--- src/hw/rtl/gda_pkg.sv ---
`timescale 1ns / 1ps
// Shared types, microcode encoding and calendar helpers for the date adder.
// No dependencies; used by every module of the block.
package gda_pkg;

    localparam int UPC_W = 4;
    typedef logic [UPC_W-1:0] gda_upc_t;

    // Step addresses of the microprogram
    localparam gda_upc_t STEP_WAIT    = 4'd0;
    localparam gda_upc_t STEP_REDUCE  = 4'd1;
    localparam gda_upc_t STEP_CHECK   = 4'd2;
    localparam gda_upc_t STEP_ADD     = 4'd3;
    localparam gda_upc_t STEP_MONTH   = 4'd4;
    localparam gda_upc_t STEP_EMIT    = 4'd5;
    localparam gda_upc_t STEP_DONE    = 4'd6;
    localparam gda_upc_t STEP_ERROR   = 4'd7;
    localparam gda_upc_t STEP_ERRDONE = 4'd8;

    localparam int DAY_W   = 5;
    localparam int MON_W   = 4;
    localparam int YEAR_W  = 14;
    localparam int ADD_W   = 16;
    localparam int ACC_W   = ADD_W + 1;
    localparam int CYC_W   = 9;

    localparam logic [YEAR_W-1:0] CYCLE_YEARS = 14'd400;
    localparam logic [YEAR_W-1:0] CYCLE_LAST  = 14'd399;
    localparam logic [YEAR_W-1:0] YEAR_MAX    = 14'd16383;
    localparam logic [CYC_W-1:0]  CENTURY_1   = 9'd100;
    localparam logic [CYC_W-1:0]  CENTURY_2   = 9'd200;
    localparam logic [CYC_W-1:0]  CENTURY_3   = 9'd300;
    localparam logic [MON_W-1:0]  MON_FEB     = 4'd2;
    localparam logic [MON_W-1:0]  MON_APR     = 4'd4;
    localparam logic [MON_W-1:0]  MON_JUN     = 4'd6;
    localparam logic [MON_W-1:0]  MON_SEP     = 4'd9;
    localparam logic [MON_W-1:0]  MON_NOV     = 4'd11;
    localparam logic [MON_W-1:0]  MON_DEC     = 4'd12;
    localparam logic [MON_W-1:0]  MON_JAN     = 4'd1;

    typedef enum logic [2:0] {
        OP_NONE,
        OP_LOAD,
        OP_SUB400,
        OP_ADDDAY,
        OP_MONTH,
        OP_EMIT,
        OP_ERROR
    } gda_op_t;

    typedef enum logic [2:0] {
        C_NEVER,
        C_ALWAYS,
        C_NO_INPUT,
        C_REM_GE400,
        C_BAD,
        C_NOT_FITS,
        C_OUT_BUSY
    } gda_cond_t;

    typedef struct packed {
        gda_op_t   op;
        gda_cond_t cond;
        gda_upc_t  target;
    } gda_uword_t;

    // Datapath flags seen by the jump logic
    typedef struct packed {
        logic rem_ge400;
        logic bad;
        logic fits;
        logic out_free;
    } gda_status_t;

    // Leap status from the year's position in the 400-year cycle
    function automatic logic is_leap(input logic [CYC_W-1:0] r);
        return (r[1:0] == 2'b00) && (r != CENTURY_1) && (r != CENTURY_2)
            && (r != CENTURY_3);
    endfunction

    function automatic logic [DAY_W-1:0] month_len(input logic [MON_W-1:0] m,
                                                   input logic leap);
        logic [DAY_W-1:0] len;
        len = 5'd31;
        if (m == MON_FEB)
            len = leap ? 5'd29 : 5'd28;
        else if (m == MON_APR || m == MON_JUN || m == MON_SEP || m == MON_NOV)
            len = 5'd30;
        return len;
    endfunction

endpackage

--- src/hw/rtl/gda_ucode_rom.sv ---
`timescale 1ns / 1ps
// Microprogram store: one control word per step address.
// Depends on gda_pkg for the word layout and step names.
module gda_ucode_rom (
    input  gda_pkg::gda_upc_t   upc,
    output gda_pkg::gda_uword_t uword
);

    always_comb
    begin
        unique case (upc)
            gda_pkg::STEP_WAIT:
                uword = '{gda_pkg::OP_LOAD, gda_pkg::C_NO_INPUT, gda_pkg::STEP_WAIT};
            gda_pkg::STEP_REDUCE:
                uword = '{gda_pkg::OP_SUB400, gda_pkg::C_REM_GE400, gda_pkg::STEP_REDUCE};
            gda_pkg::STEP_CHECK:
                uword = '{gda_pkg::OP_NONE, gda_pkg::C_BAD, gda_pkg::STEP_ERROR};
            gda_pkg::STEP_ADD:
                uword = '{gda_pkg::OP_ADDDAY, gda_pkg::C_NEVER, gda_pkg::STEP_WAIT};
            gda_pkg::STEP_MONTH:
                uword = '{gda_pkg::OP_MONTH, gda_pkg::C_NOT_FITS, gda_pkg::STEP_MONTH};
            gda_pkg::STEP_EMIT:
                uword = '{gda_pkg::OP_EMIT, gda_pkg::C_OUT_BUSY, gda_pkg::STEP_EMIT};
            gda_pkg::STEP_DONE:
                uword = '{gda_pkg::OP_NONE, gda_pkg::C_ALWAYS, gda_pkg::STEP_WAIT};
            gda_pkg::STEP_ERROR:
                uword = '{gda_pkg::OP_ERROR, gda_pkg::C_OUT_BUSY, gda_pkg::STEP_ERROR};
            gda_pkg::STEP_ERRDONE:
                uword = '{gda_pkg::OP_NONE, gda_pkg::C_ALWAYS, gda_pkg::STEP_WAIT};
            default:
                uword = '{gda_pkg::OP_NONE, gda_pkg::C_ALWAYS, gda_pkg::STEP_WAIT};
        endcase
    end

endmodule

--- src/hw/rtl/gda_sequencer.sv ---
`timescale 1ns / 1ps
// Step counter with conditional jumps; fetches the control word from the ROM.
// Depends on gda_pkg and gda_ucode_rom.
module gda_sequencer (
    input  logic                 clk,
    input  logic                 rst_n,
    input  logic                 in_valid,
    input  gda_pkg::gda_status_t status,
    output gda_pkg::gda_op_t     op
);

    gda_pkg::gda_upc_t   upc_reg;
    gda_pkg::gda_upc_t   upc_next;
    gda_pkg::gda_uword_t uword;
    logic                take;

    gda_ucode_rom u_rom (
        .upc   (upc_reg),
        .uword (uword)
    );

    always_comb
    begin
        unique case (uword.cond)
            gda_pkg::C_NEVER:     take = 1'b0;
            gda_pkg::C_ALWAYS:    take = 1'b1;
            gda_pkg::C_NO_INPUT:  take = !in_valid;
            gda_pkg::C_REM_GE400: take = status.rem_ge400;
            gda_pkg::C_BAD:       take = status.bad;
            gda_pkg::C_NOT_FITS:  take = !status.fits;
            gda_pkg::C_OUT_BUSY:  take = !status.out_free;
            default:              take = 1'b0;
        endcase
        upc_next = take ? uword.target : upc_reg + gda_pkg::gda_upc_t'(1);
    end

    assign op = uword.op;

    always_ff @(posedge clk or negedge rst_n)
    begin
        if (!rst_n)
            upc_reg <= gda_pkg::STEP_WAIT;
        else
            upc_reg <= upc_next;
    end

endmodule

--- src/hw/rtl/gda_datapath.sv ---
`timescale 1ns / 1ps
// Working registers, month-length logic and the output register.
// Depends on gda_pkg for op codes, status layout and calendar functions.
module gda_datapath (
    input  logic                 clk,
    input  logic                 rst_n,
    input  gda_pkg::gda_op_t     op,
    input  logic                 in_valid,
    input  logic [4:0]           start_day,
    input  logic [3:0]           start_month,
    input  logic [13:0]          start_year,
    input  logic [15:0]          days_to_add,
    input  logic                 out_stall,
    output gda_pkg::gda_status_t status,
    output logic                 out_valid,
    output logic [4:0]           result_day,
    output logic [3:0]           result_month,
    output logic [13:0]          result_year,
    output logic                 bad_input
);

    logic [gda_pkg::ACC_W-1:0]  day_reg,  day_next;
    logic [gda_pkg::MON_W-1:0]  mon_reg,  mon_next;
    logic [gda_pkg::YEAR_W-1:0] yr_reg,   yr_next;
    logic [gda_pkg::YEAR_W-1:0] rem_reg,  rem_next;
    logic [gda_pkg::ADD_W-1:0]  add_reg,  add_next;
    logic [gda_pkg::DAY_W-1:0]  rday_reg, rday_next;
    logic [gda_pkg::MON_W-1:0]  rmon_reg, rmon_next;
    logic [gda_pkg::YEAR_W-1:0] ryr_reg,  ryr_next;
    logic                       rbad_reg, rbad_next;
    logic                       out_valid_reg, out_valid_next;
    logic                       leap;
    logic [gda_pkg::DAY_W-1:0]  mlen;
    logic                       out_write;

    always_comb
    begin
        leap = gda_pkg::is_leap(rem_reg[gda_pkg::CYC_W-1:0]);
        mlen = gda_pkg::month_len(mon_reg, leap);
        status.rem_ge400 = rem_reg >= gda_pkg::CYCLE_YEARS;
        status.fits      = day_reg <= gda_pkg::ACC_W'(mlen);
        status.bad       = (mon_reg == '0) || (mon_reg > gda_pkg::MON_DEC)
                        || (day_reg == '0) || (day_reg > gda_pkg::ACC_W'(mlen));
        status.out_free  = !out_valid_reg || !out_stall;
    end

    always_comb
    begin
        day_next  = day_reg;
        mon_next  = mon_reg;
        yr_next   = yr_reg;
        rem_next  = rem_reg;
        add_next  = add_reg;
        rday_next = rday_reg;
        rmon_next = rmon_reg;
        ryr_next  = ryr_reg;
        rbad_next = rbad_reg;
        out_write = 1'b0;
        unique case (op)
            gda_pkg::OP_NONE:
            begin
            end
            gda_pkg::OP_LOAD:
            begin
                if (in_valid)
                begin
                    day_next = gda_pkg::ACC_W'(start_day);
                    mon_next = start_month;
                    yr_next  = start_year;
                    rem_next = start_year;
                    add_next = days_to_add;
                end
            end
            gda_pkg::OP_SUB400:
            begin
                if (status.rem_ge400)
                    rem_next = rem_reg - gda_pkg::CYCLE_YEARS;
            end
            gda_pkg::OP_ADDDAY:
                day_next = day_reg + gda_pkg::ACC_W'(add_reg);
            gda_pkg::OP_MONTH:
            begin
                if (!status.fits)
                begin
                    day_next = day_reg - gda_pkg::ACC_W'(mlen);
                    if (mon_reg == gda_pkg::MON_DEC)
                    begin
                        mon_next = gda_pkg::MON_JAN;
                        yr_next  = yr_reg + gda_pkg::YEAR_W'(1);
                        // wrap of the year counter lands on a cycle start too
                        if (yr_reg == gda_pkg::YEAR_MAX || rem_reg == gda_pkg::CYCLE_LAST)
                            rem_next = '0;
                        else
                            rem_next = rem_reg + gda_pkg::YEAR_W'(1);
                    end
                    else
                        mon_next = mon_reg + gda_pkg::MON_W'(1);
                end
            end
            gda_pkg::OP_EMIT:
            begin
                if (status.out_free)
                begin
                    out_write = 1'b1;
                    rday_next = day_reg[gda_pkg::DAY_W-1:0];
                    rmon_next = mon_reg;
                    ryr_next  = yr_reg;
                    rbad_next = 1'b0;
                end
            end
            gda_pkg::OP_ERROR:
            begin
                if (status.out_free)
                begin
                    out_write = 1'b1;
                    rday_next = '0;
                    rmon_next = '0;
                    ryr_next  = '0;
                    rbad_next = 1'b1;
                end
            end
            default:
            begin
            end
        endcase
        if (out_write)
            out_valid_next = 1'b1;
        else if (!out_stall)
            out_valid_next = 1'b0;
        else
            out_valid_next = out_valid_reg;
    end

    always_ff @(posedge clk or negedge rst_n)
    begin
        if (!rst_n)
            out_valid_reg <= 1'b0;
        else
            out_valid_reg <= out_valid_next;
    end

    always_ff @(posedge clk)
    begin
        day_reg  <= day_next;
        mon_reg  <= mon_next;
        yr_reg   <= yr_next;
        rem_reg  <= rem_next;
        add_reg  <= add_next;
        rday_reg <= rday_next;
        rmon_reg <= rmon_next;
        ryr_reg  <= ryr_next;
        rbad_reg <= rbad_next;
    end

    assign out_valid    = out_valid_reg;
    assign result_day   = rday_reg;
    assign result_month = rmon_reg;
    assign result_year  = ryr_reg;
    assign bad_input    = rbad_reg;

endmodule

--- src/hw/rtl/gregorian_date_add_days_unit.sv ---
`timescale 1ns / 1ps
// Gregorian date plus days, run by a microcoded sequencer over a small datapath.
// From acceptance to out_valid an item runs through reduce while the year copy is
// 400 or more, then check, add, month until the day fits its month, and emit.
// One item at a time; the next item is taken only after the result is written,
// via the done and wait steps, and the month-subtract step, one month per cycle,
// sets the rate. A stalled output holds the emit step. Invalid start dates go from
// check to the error step, which writes a result with bad_input set.
// Reset (rst_n low, async) returns the step counter to wait and drops out_valid.
module gregorian_date_add_days_unit (
    input  logic        clk,
    input  logic        rst_n,
    input  logic        in_valid,
    output logic        in_stall,
    input  logic [4:0]  start_day,
    input  logic [3:0]  start_month,
    input  logic [13:0] start_year,
    input  logic [15:0] days_to_add,
    output logic        out_valid,
    input  logic        out_stall,
    output logic [4:0]  result_day,
    output logic [3:0]  result_month,
    output logic [13:0] result_year,
    output logic        bad_input
);

    gda_pkg::gda_op_t     op;
    gda_pkg::gda_status_t status;

    // Step flow:
    //   wait    - load an item when one is offered
    //   reduce  - subtract 400 from a year copy until it falls below 400;
    //             the remainder gives leap status without a divider
    //   check   - jump to the error step on a bad month or day
    //   add     - add the day count to the day
    //   month   - drop one month length per cycle, advance month and year,
    //             and keep the 400-year position in step with the year
    //   emit    - hold until the output register is free, then write it
    gda_sequencer u_seq (
        .clk      (clk),
        .rst_n    (rst_n),
        .in_valid (in_valid),
        .status   (status),
        .op       (op)
    );

    gda_datapath u_dp (
        .clk          (clk),
        .rst_n        (rst_n),
        .op           (op),
        .in_valid     (in_valid),
        .start_day    (start_day),
        .start_month  (start_month),
        .start_year   (start_year),
        .days_to_add  (days_to_add),
        .out_stall    (out_stall),
        .status       (status),
        .out_valid    (out_valid),
        .result_day   (result_day),
        .result_month (result_month),
        .result_year  (result_year),
        .bad_input    (bad_input)
    );

    // Take an item only in the wait step; the output register decouples the
    // next load from a result that still waits downstream.
    assign in_stall = (op != gda_pkg::OP_LOAD);

endmodule
--- config.mk ---
export PLATFORM = sky130hd
export DESIGN_NAME = gregorian_date_add_days_unit
export DESIGN_NICKNAME = d
export VERILOG_FILES = /design/src/hw/rtl/gda_pkg.sv /design/src/hw/rtl/gda_ucode_rom.sv /design/src/hw/rtl/gda_sequencer.sv /design/src/hw/rtl/gda_datapath.sv /design/src/hw/rtl/gregorian_date_add_days_unit.sv
export SDC_FILE = /design/constraint.sdc
export NUM_CORES = 1
export LEC_CHECK = 0
export BUFFER_PORTS_ARGS = -buffer_cell sky130_fd_sc_hd__buf_4
export CAP_MARGIN = 25
export CORE_UTILIZATION = 55
export CTS_CLUSTER_SIZE = 40
export DETAILED_ROUTE_END_ITERATION = 8
export GPL_TIMING_DRIVEN = 1
export PLACE_DENSITY = 0.77
export RECOVER_POWER = 25
export SYNTH_ARGS = -nofsm -noshare
export SYNTH_HDL_FRONTEND = slang
export SYNTH_SLANG_ARGS = --single-unit
--- constraint.sdc ---
create_clock -name clk -period 8.86 [get_ports clk]
set_input_delay 1.772 -clock clk [delete_from_list [all_inputs] [get_ports clk]]
set_output_delay 1.772 -clock clk [all_outputs]
set_load 0.01 [all_outputs]
* Word-level counts from Yosys, hierarchy flattened
Memory sizes are Yosys's and may differ from the RTL's.
Index checks and enable logic that the tools add are counted.
W data, S select, Z words.
** Word-level totals
- ROM bits :: 144
- Logic and storage cells :: 121
- Register bits :: 94
- Memories :: 1
** Cells by class
- $lt $le $gt $ge :: 4
- Eq/ne operators :: 31
- Add/sub/neg operators :: 7
- Mux-type cells :: 37
- Reduce and logical (&&, ||, !) cells :: 30
** Memories
- (name not given) :: words 16, width 9, rd ports 1, clocked after Yosys merged registers in 0, wr ports 0, RTL line gda_ucode_rom.sv:11 : unique case (upc)
** Operators by type and width (count)
- $mux W14 :: 9
- $pmux W14 S2 :: 2
- $pmux W17 S3 :: 1
- $pmux W14 S3 :: 1
- $mux W17 :: 2
- $add A14 B1 Y14 const B :: 2
- $mux W4 :: 6
- $eq A3 B3 Y1 const B :: 6
- $add A17 B16 Y17 :: 1
- $gt A17 B5 Y1 :: 1
- $le A17 B5 Y1 :: 1
- $logic_not A17 Y1 :: 1
- $sub A17 B5 Y17 :: 1
- $pmux W4 S2 :: 2
- $mux W5 :: 3
- $eq A14 B14 Y1 const B :: 1
- $eq A14 B9 Y1 const B :: 1
- $ge A14 B9 Y1 const B :: 1
- $sub A14 B9 Y14 const B :: 1
- $eq A3 B2 Y1 const B :: 4
- $eq A4 B4 Y1 const B :: 3
- $ne A2 B2 Y1 const B :: 5
- $pmux W5 S2 :: 1
- $ne A9 B7 Y1 const B :: 1
- other kinds (24) :: 52

* Logic depth before layout (Yosys ltp)
Gate-level depths: netlist of the first run.
- Depth after elaboration :: 10
- Depth in mapped cells :: 15

* By module
From an unflattened synthesis of the first run, not the netlist that was laid out.
** Unflattened totals
- Cells, all modules :: 612
- Area total of the unflattened synthesis :: 6134.6 um2
** Modules (own cells, without submodules)
- gda_datapath :: sequential area each 2697.6 um2, cells an instance 562, area each 5694.2 um2, instances 1
- gda_sequencer :: sequential area each 100.1 um2, cells an instance 21, area each 245.2 um2, instances 1
- gda_ucode_rom :: sequential area each 0.0 um2, cells an instance 28, area each 186.4 um2, instances 1
- gregorian_date_add_days_unit :: sequential area each 0.0 um2, cells an instance 1, area each 8.8 um2, instances 1

* Least setup slack after synthesis of the first run
Ideal clock, no wire load.
- Path type :: in2reg
- From :: input port out_stall
- To :: register u_dp.rbad_reg, in the netlist u_dp.bad_input, enable pin
- Stages :: 1
- Arrival time :: 2996 ps
- Path slack :: 5451 ps
- Library setup time :: 413 ps
- Data required time :: 8447 ps
- Cells stage by stage :: a21oi_1
** Between the ends
- Word-level cells in the longest chain between the ends :: 4
- Elaborated cells on any way between the ends :: 5
- Classes of those cells :: eq/ne: 2; reduce/logical: 3
** RTL lines
- start: declaration :: RTL line gregorian_date_add_days_unit.sv:20 : input logic out_stall,
- $logic_not A1 Y1 (*) :: RTL line gda_datapath.sv:44 : status.out_free = !out_valid_reg || !out_stall;
- $logic_or A1 B1 Y1 (*) :: RTL line gda_datapath.sv:44
- $ne A2 B2 Y1 (no source line)
- $reduce_and A3 Y1 (no source line) (*)
- end signal: assignment :: RTL line gda_datapath.sv:152 : rbad_reg <= rbad_next;
- end: declaration :: RTL line gda_datapath.sv:30 : logic rbad_reg, rbad_next;
Every way passes the cells marked *; elsewhere a longest branch is shown, timed or not.
A chain may end at the register's enable or synchronous reset.

* Final worst setup path of the first run
- From :: register u_seq.upc_reg[0]
- To :: register u_dp.rem_reg[9] (netlist name) (data pin)
** Between the ends
- Word-level cells in the longest chain between the ends :: 3
- Elaborated cells on any way between the ends :: 5
- Classes of those cells :: eq/ne: 3; mux: 1; memory: 1
** RTL lines
- start: declaration :: RTL line gda_sequencer.sv:12 : gda_pkg::gda_upc_t upc_reg;
- start signal: assignment :: RTL line gda_sequencer.sv:42 : upc_reg <= gda_pkg::STEP_WAIT;
- start signal: assignment :: RTL line gda_sequencer.sv:44 : upc_reg <= upc_next;
- $mem_v2 Z16 W9 (*)
- $eq A3 B3 Y1 (tied with other cells) :: RTL line gda_datapath.sv:59 : unique case (op)
- $pmux W14 S3 (*) :: RTL line gda_datapath.sv:59
- named net u_dp.rem_next (one bit) :: RTL line gda_datapath.sv:25 : logic [gda_pkg::YEAR_W-1:0] rem_reg, rem_next;
- end signal: assignment :: RTL line gda_datapath.sv:147 : rem_reg <= rem_next;
- end: declaration :: RTL line gda_datapath.sv:25
The timed path passes the listed nets; every way through them passes the cells marked *.

==> results of run 1 <==
[through the flow]
stage	util	setup WS [ns]	hold slack, ns	cell area, um2	power [mW]
CTS	0.636	5.00	0.571	6930	2.78
finish	0.634	4.78	0.548	6900	2.78
global route	0.634	4.39	0.598	6900	2.99
global placement	0.619	5.47	0.535	6740	2.46
detailed placement	0.620	5.41	0.549	6750	2.52
floorplan	-	5.45	0.541	6170	2.13
[critical path, cell delays in order (launching register included)]
cell      delay, ns
dfrtp_1        0.53
inv_1          0.11
ha_1           0.28
and2b_1        0.29
nand3b_1       1.26
a311o_2        1.05
o221ai_1       0.24
a22o_1         0.18
[per-layer routing]
metal / global-route usage / vias up / wire length, um / share of wire
met5: 0 / - / 0 / 0
met4: 0.103 / 0 / 222 / 0.016
met3: 0.0315 / 14 / 722 / 0.053
met2: 0.410 / 181 / 6650 / 0.48
met1: 0.320 / 2318 / 6130 / 0.45
li1: - / 2356 / - / -
[cells by family (layout without fill, tap and decap cells)]
family	Yosys count	after routing	synth area share
AO/OA/AOI/OAI	154	154	0.164
XOR/XNOR	54	54	0.0767
adder cells (fa/ha/maj)	36	36	0.0755
buffers and inverters	43	107	0.0349
flip-flops	94	94	0.454
multiplexers	3	3	0.00487
AND/OR/NAND/NOR	220	220	0.190
[area by class of cell]
cell class	count	area (um2)	share of cell area
Timing Repair Buffer	71	533	0.0773
Clock buffer	9	124	0.0180
Inverter	20	75.1	0.0109
Multi-Input combinational cell	467	3140	0.456
Tap cell	140	175	0.0254
Clock inverter	7	50.0	0.00725
Sequential cell	94	2800	0.406
[worst paths after layout]
check                           slack (ns)  depth (start not counted)          endpoint              from
worst max-delay path                  4.78                          7   u_dp.rem_reg[9]  u_seq.upc_reg[0]
worst min-delay path                  0.55                          2    u_dp.out_valid    u_dp.out_valid
worst max register to register        4.78                          7   u_dp.rem_reg[9]  u_seq.upc_reg[0]
worst min register to register        0.55                          2    u_dp.out_valid    u_dp.out_valid
max in group asynchronous             7.39                          1  u_seq.upc_reg[3]             rst_n
min in group asynchronous             1.25                          1    u_dp.out_valid             rst_n
[cell usage after synthesis, types with 11 or more instances]
cell type and instances:
nor2_1 43, xor2_1 23, and2_1 19, inv_1 20, nand3_1 26, o21ai_0 30
o21ai_1 13, ha_1 34, xnor2_1 31, edfxtp_1 89, clkbuf_1 11, a21oi_1 31
nand2_1 64
[power by group]
group,total [mW],switching (mW),leakage [nW],internal [mW]
clock network,0.262,0.160,0.0715,0.102
registers,1.02,0.224,0.893,0.795
logic,1.50,0.876,1.65,0.627
total,2.78,1.26,2.61,1.52
==> reports/results.tsv, run 1 <==
metric	value	unit
status	finished with violations	
violations	capacitance limit, slew limit	
synth_cell_types	70	
drt_wl_total	13700	um
num_rows	38	
die_y	108	um
critPathLaunchType	flip-flop	
antenna_found_initial	0	
fillers	899	
htreeDepth	3	
yosysSeqAreaShare	0.454	
vias	4869	
period_minus_slack	4.08	ns
synth_fp_nets	683	
yosys-top-cells-area	edfxtp_1 43%, ha_1 6.9%, xnor2_1 4.4%	
ys_seq_elements	94	
worstHoldPathType	flip-flop to flip-flop	
dp_cells	792	
holdBufCountCts	0	
finalHoldViolations	0	
ys.warnings.count	0	
grtUsageTotal	0.245	
grt_overflow	0	
cp.required	9.07	ns
fmax	0.245	GHz
critical_path_class	flip-flop to flip-flop	
clk_latency	0.36	ns
die_area	0.0116	mm2
drtAntennaViolNets	0	
clock_skew	0.0172	ns
largest_reg_flops	17	
crit_path_end_kind	flip-flop	
ios	69	
synth_area	0.00617	mm2
numPortBuffers	68	
die_w	108	um
setup_viol	0	
cts.sinks	94	
layout-drive-gt1-share	0.153	
post_drt_via_cell_ratio	6.03	
tightest_slew	1.89	ns
slew_headroom	-0.266	
path_clk_slew	0.09	ns
p_per_area	403	mW/mm2
finalMaxSlewViolations	53	
drcViolationCount	0	
grt_max_degree	53	
p_leak	2.61	nW
cts_root_buf	clkbuf_8	
cp_data_arrival_time	4.29	ns
cts_buffer_depth	2	
grt_first_pass_wirelength	22000	um
initial_core_util	0.566	
cts_inserted_buffers	9	
final_common_cell	edfxtp_1	
gp_congestion	0.934	
drv_cap	1	
synth_top_cell_by_area	edfxtp_1	
ys.flop_type	edfxtp_1	
cts_tree	built	
synth-async-reset-ratio	0.0532	
synth_top_area_share	0.433	
synth.avg_cell_area	10.2	um2
mostFrequentLayoutCells	89 x edfxtp_1, 64 x nand2_1, 52 x buf_4, 43 x nor2_1, 34 x ha_1	
period_share	0.461	
antennaDiodeCount	0	
hpwl	10200	um
final-instance-count-excl-fill	808	
synthToLayoutAreaGrowth	11.9	%
ctsResizeCount	0	
drtIter0Drc	319	
grt_pass1_vias	4580	
avgRoutedWirePerCell	17.0	um
core_area	0.0109	mm2
synthCells	604	
drtPass1Iterations	5	
nets	742	
vdd_drop_max	0.206	mV
post_cts_buffers	0	
synth-edff-count	89	
critPathMaxFanout	52	
rsz0062_at_grt	no	
fin_tns_setup	0	ns
Power figures use the tool's default switching activity.
==> inputs of run 2 (changes only) <==
==> constraint.sdc (replaced) <==
create_clock -name clk -period 4.27 [get_ports clk]
set_input_delay 0.854 -clock clk [delete_from_list [all_inputs] [get_ports clk]]
set_output_delay 0.854 -clock clk [all_outputs]
set_load 0.01 [all_outputs]
==> reports/results.tsv, run 2 (same netlist as run 1, synthesis figures left out) <==
metric	value	unit
num_rows	38	
tightest_slew	0.809	ns
numPortBuffers	68	
r2r_slack	0.92	ns
r2r_cells	14	
critPathMaxFanout	6	
cts_tree	built	
hpwl	10100	um
crit_slowest_cell	edfxtp_1	
drcViolationCount	0	
holdWs	0.317	ns
cp_data_arrival_time	3.50	ns
slew_headroom	0.456	
setup_viol	0	
core_area	0.0109	mm2
final-instance-count-excl-fill	808	
cts_buffer_depth	2	
nets	742	
grt_max_degree	53	
worstHoldPathType	primary input to async pin	
initial_core_util	0.566	
p_per_area	847	mW/mm2
die_y	108	um
dp_cells	792	
grt_overflow	0	
grt_pass1_vias	4559	
clk_latency	0.39	ns
finalHoldViolations	0	
antennaDiodeCount	0	
largest_reg_flops	17	
critPathLaunchType	flip-flop	
period_minus_slack	3.35	ns
seq_power_share	0.366	
gp_congestion	0.885	
r2r-end	u_dp.day_reg[16]	
cts_root_buf	clkbuf_8	
path_cells	inv_1 > ha_1 > a41oi_1 > o22ai_1 > nand2_1 > a21oi_1 > a211oi_1 > ha_1 > fa_1 > and4b_1 > or3_1 > nor4_2 > o21ai_0 > a2bb2oi_1	
drtPass1Iterations	5	
vdd_drop_max	0.412	mV
post_drt_via_cell_ratio	5.94	
fmax	0.299	GHz
antenna_found_initial	0	
final_common_cell	edfxtp_1	
mostFrequentLayoutCells	89 x edfxtp_1, 64 x nand2_1, 43 x nor2_1, 34 x ha_1	
grt_first_pass_wirelength	22000	um
crit_path_end_kind	flip-flop	
status	finished clean	
fin_tns_setup	0	ns
clock_skew	0.0155	ns
drtIter0Drc	294	
startpoint	u_dp.rem_reg[4]	
htreeDepth	3	
synthToLayoutAreaGrowth	11.0	%
die_w	108	um
r2r-start	u_dp.rem_reg[4]	
cp.required	4.42	ns
utilization	0.628	
drv_cap	0	
cpPeakStageDelay	0.45	ns
internal-power	3.17	mW
cts_inserted_buffers	9	
clock_power_share	0.108	
ctsResizeCount	0	
drtAntennaViolNets	0	
die_area	0.0116	mm2
cts.sinks	94	
period_share	0.785	
crit_top_cell	ha_1	
path_clk_slew	0.10	ns
p_switching	2.62	mW
ios	69	
pre_cts_ws	0.976	ns
grtUsageTotal	0.248	
holdBufCountCts	0	
post_cts_buffers	0	
share_comb_of_total_power	0.526	
worst_slack	0.920	ns
finalMaxSlewViolations	0	
p_leak	2.57	nW
swShare	0.453	
layout-drive-gt1-share	0.118	
critical_path_class	flip-flop to flip-flop	
rsz0062_at_grt	no	
vias	4798	
drt_wl_total	13600	um
avgRoutedWirePerCell	16.8	um
## run 2: changes by cell type in the layout (fill, tap and decap cells not counted), moves of 2 or more
| cell | previous run | this run |
|---|---|---|
| inv_6 | 1 | 4 |
| o21ai_1 | 11 | 13 |
| clkinvlp_4 | 5 | 1 |
| o21ai_0 | 32 | 30 |
| clkbuf_1 | 2 | 27 |
| and2_0 | 12 | 0 |
| and2_1 | 7 | 19 |
| buf_4 | 52 | 27 |
## run 2: power by group through the flow
stage                     logic, mW  registers (mW)  clock network [mW]
after global placement         2.99            2.11                   0
after global routing           3.39            2.18               0.671
final                          3.05            2.12               0.628
after CTS                      3.11            2.11               0.640
after detailed placement       3.10            2.13                   0
after floorplan                2.45            1.96                   0
## run 2: through the flow
stage	cell area, um2	total power [mW]
2_1_floorplan	6170	4.41
3_3_place_gp	6740	5.09
3_5_place_dp	6750	5.23
4_1_cts	6950	5.86
5_1_grt	6840	6.24
6_report	6840	5.80
## run 2: final cells by class
type	count	area [um2]
clock buffer	9	124
fill	909	4050
clock inverter	7	77.6
sequential	94	2800
tap	140	175
inverter	20	75.1
multi-input combinational	467	3150
timing repair buffer	71	439
## run 2: worst max path at each step
stage,end,cells past startpoint
2_1_floorplan,u_dp.rem_reg[10],14
3_3_place_gp,u_dp.day_reg[16],14
3_5_place_dp,u_dp.day_reg[16],14
4_1_cts,u_dp.day_reg[16],14
5_1_grt,u_dp.day_reg[16],14
6_report,u_dp.day_reg[16],14
## run 2: routing by layer
metal  GRT usage  wire [um]  vias to the layer above
li1            -          -                     2368
met1       0.320       6040                     2263
met2       0.408       6520                      148
met3      0.0436        762                       19
met4       0.113        271                        0
met5           0          0                        -
## run 2: worst max-delay path, delay by kind of cell, from the launching register on
kind | cells | cell delay, ns
simple gates | 4 | 0.95
compound gates | 6 | 0.89
fa+ha+maj | 3 | 0.70
flops | 1 | 0.45
buf+inv | 1 | 0.13
==> inputs of run 3 (changes only) <==
--- a/config.mk
+++ b/config.mk
@@ -5,13 +5,14 @@
 export SDC_FILE = /design/constraint.sdc
 export NUM_CORES = 1
 export LEC_CHECK = 0
+export ABC_AREA = 1
 export BUFFER_PORTS_ARGS = -buffer_cell sky130_fd_sc_hd__buf_4
 export CAP_MARGIN = 25
-export CORE_UTILIZATION = 55
+export CORE_UTILIZATION = 54
 export CTS_CLUSTER_SIZE = 40
 export DETAILED_ROUTE_END_ITERATION = 8
 export GPL_TIMING_DRIVEN = 1
-export PLACE_DENSITY = 0.77
+export PLACE_DENSITY = 0.78
 export RECOVER_POWER = 25
 export SYNTH_ARGS = -nofsm -noshare
 export SYNTH_HDL_FRONTEND = slang
==> constraint.sdc (replaced) <==
create_clock -name clk -period 2.7 [get_ports clk]
set_input_delay 0.54 -clock clk [delete_from_list [all_inputs] [get_ports clk]]
set_output_delay 0.54 -clock clk [all_outputs]
set_load 0.01 [all_outputs]
==> reports/results.tsv, run 3 <==
metric	value	unit
status	finished with violations	
violations	setup timing	
worst_slack	-0.0846	ns
multiInputGateArea	0.00329	mm2
synth.avg_cell_area	7.97	um2
grt_max_degree	25	
synth-edff-count	89	
antenna_found_initial	0	
die_area	0.0123	mm2
post_drt_via_cell_ratio	5.51	
drtIter0Drc	568	
drcViolationCount	0	
yosys-top-cells-count	201 x nand2_1, 110 x inv_1, 95 x nor2_1, 89 x edfxtp_1, 72 x nand3_1	
die_y	111	um
cp.required	2.81	ns
grtUsageTotal	0.271	
utilization	0.684	
clock_skew	0.0110	ns
cp_data_arrival_time	2.90	ns
p_per_area	1500	mW/mm2
drv_cap	0	
layout-drive-gt1-share	0.197	
setup_viol	9	
finalHoldViolations	0	
worstHoldPathType	primary input to flip-flop	
critical_path_class	flip-flop to flip-flop	
grt_first_pass_wirelength	26200	um
htreeDepth	3	
cts.sinks	94	
drtPass1Iterations	5	
antennaDiodeCount	0	
hpwl	11800	um
period_share	1.03	
num_rows	39	
ios	69	
fin_tns_setup	-0.212	ns
cts_tree	built	
synthToLayoutAreaGrowth	22.9	%
cpPeakStageDelay	0.41	ns
path_cells	inv_2 > ha_4 > inv_4 > nor3_4 > o21ai_2 > o21ai_2 > a21oi_2 > ha_4 > fa_2 > nor2_4 > nand2_2 > inv_2 > nor2_4 > nand2_4 > nor2_4 > nor2_1 > nor2_1 > nand2_1 > o21ai_1	
ys.flop_type	edfxtp_1	
clk_latency	0.36	ns
yosys-top-cells-area	edfxtp_1 42%, nand2_1 12%, ha_1 6.7%	
finalMaxSlewViolations	0	
crit_slowest_cell	edfxtp_1	
drt_wl_total	16300	um
synth_area	0.00638	mm2
yosysMostFrequentCell	nand2_1	
period_minus_slack	2.78	ns
finalPower	11.8	mW
critPathMaxFanout	5	
cts_inserted_buffers	9	
core_area	0.0115	mm2
vias	5848	
ys.warnings.count	0	
tightest_slew	0.424	ns
cts_root_buf	clkbuf_16	
avgRoutedWirePerCell	15.3	um
r2r_cells	19	
mostFrequentLayoutCells	187 x nand2_1, 103 x inv_1, 89 x edfxtp_1, 88 x nor2_1, 74 x buf_4	
yosysSeqAreaShare	0.438	
nets	993	
crit_path_end_kind	flip-flop	
slew_headroom	0.715	
largest_reg_flops	17	
drtAntennaViolNets	0	
cts_buffer_depth	2	
final_common_cell	nand2_1	
path_clk_slew	0.07	ns
synth_top_area_share	0.419	
whs_path_depth	1	
rsz0062_at_grt	yes	
initial_core_util	0.557	
fillers	911	
ys_seq_elements	94	
grt_overflow	0	
synthCells	801	
critPathLaunchType	flip-flop	
fmax	0.359	GHz
synth_fp_nets	880	
numPortBuffers	68	
crit_top_cell	nor2_4	
synth_cell_types	43	
p_leak	3.55	nW
synth-async-reset-ratio	0.0532	
synth_top_cell_by_area	edfxtp_1	
grt_pass1_vias	5506	
regArea	0.00280	mm2
die_w	111	um
vdd_drop_max	0.685	mV
gp_congestion	0.972	
==> run 3: changes by cell type after synthesis, moves of 10 or more <==
| cell | delta |
|---|---|
| clkbuf_1 | -10 |
| nand2_1 | +137 |
| and2_1 | -18 |
| xnor2_1 | -28 |
| nand3_1 | +46 |
| inv_1 | +90 |
| nand2b_1 | -10 |
| o21ai_0 | +13 |
| o221ai_1 | -10 |
| nor2_1 | +52 |
==> run 3: metrics by stage <==
stage | setup slack, ns | hold WS, ns | cells | cell area [um2]
floorplan | 0.00538 | 0.244 | 801 | 6430
global placement | -0.107 | 0.343 | 1028 | 7280
detailed placement | -0.220 | 0.344 | 1028 | 7280
CTS | 0.000196 | 0.345 | 1055 | 7680
global route | -0.156 | 0.372 | 1061 | 7840
finish | -0.0846 | 0.376 | 1061 | 7840
==> run 3: final cells by class <==
type                    count  share of cell area
clock inverters             6             0.00798
flip-flops and latches     94               0.357
clock buffers               9              0.0287
inverters                 113              0.0544
multi-input cells         580               0.419
repair buffers            116               0.110
well taps                 143              0.0228
==> run 3: critical path, delay by kind of cell, from the launching register on <==
family / cells / cell delay (ns)
compound gates: 4 / 0.42
fa+ha+maj: 3 / 0.69
buf+inv: 3 / 0.23
flops: 1 / 0.41
simple gates: 9 / 0.77
==> run 3: path summary, 6_finish.rpt <==
path | from | endpoint | slack (ns)
max in group asynchronous | rst_n | u_dp.out_valid | 1.90
setup reg to reg | u_dp.rem_reg[5] | u_dp.day_reg[14] | -0.08
hold reg to reg | u_dp.out_valid | u_dp.out_valid | 0.55
min in group asynchronous | rst_n | u_seq.upc_reg[2] | 0.58
hold / removal | days_to_add[6] | u_dp.add_reg[6] | 0.38
setup / recovery | u_dp.rem_reg[5] | u_dp.day_reg[14] | -0.08
==> run 3: cell families (layout without fill, tap and decap cells) <==
family,Yosys count,count (layout),share of synthesized area
flops,94,94,0.438
xor+xnor,24,24,0.0329
fa+ha+maj,36,36,0.0729
compound gates,109,109,0.0976
simple gates,411,411,0.277
buf+inv,127,244,0.0810
==> run 3: per-layer routing <==
layer	GRT usage	share of wire	wire length (um)	vias to the layer above
met2	0.439	0.48	7740	236
li1	-	-	-	2876
met3	0.0416	0.070	1140	32
met1	0.361	0.43	6990	2704
met4	0.118	0.025	415	0
met5	0	0	0	-
==> run 3: repair_timing <==
item	4_1_cts	5_1_grt
gates cloned	0	1
endpoints found under the hold margin	5	0
hold buffers	1	0
buffers inserted	11	5
resized for setup	7	48
pin swaps	8	27
endpoints found under the setup margin	56	65
==> run 3: where the power goes <==
| part | total [mW] | switching (mW) | internal [mW] |
|---|---|---|---|
| logic | 7.07 | 4.40 | 2.68 |
| registers | 3.43 | 0.593 | 2.84 |
| clock network | 1.27 | 0.557 | 0.711 |
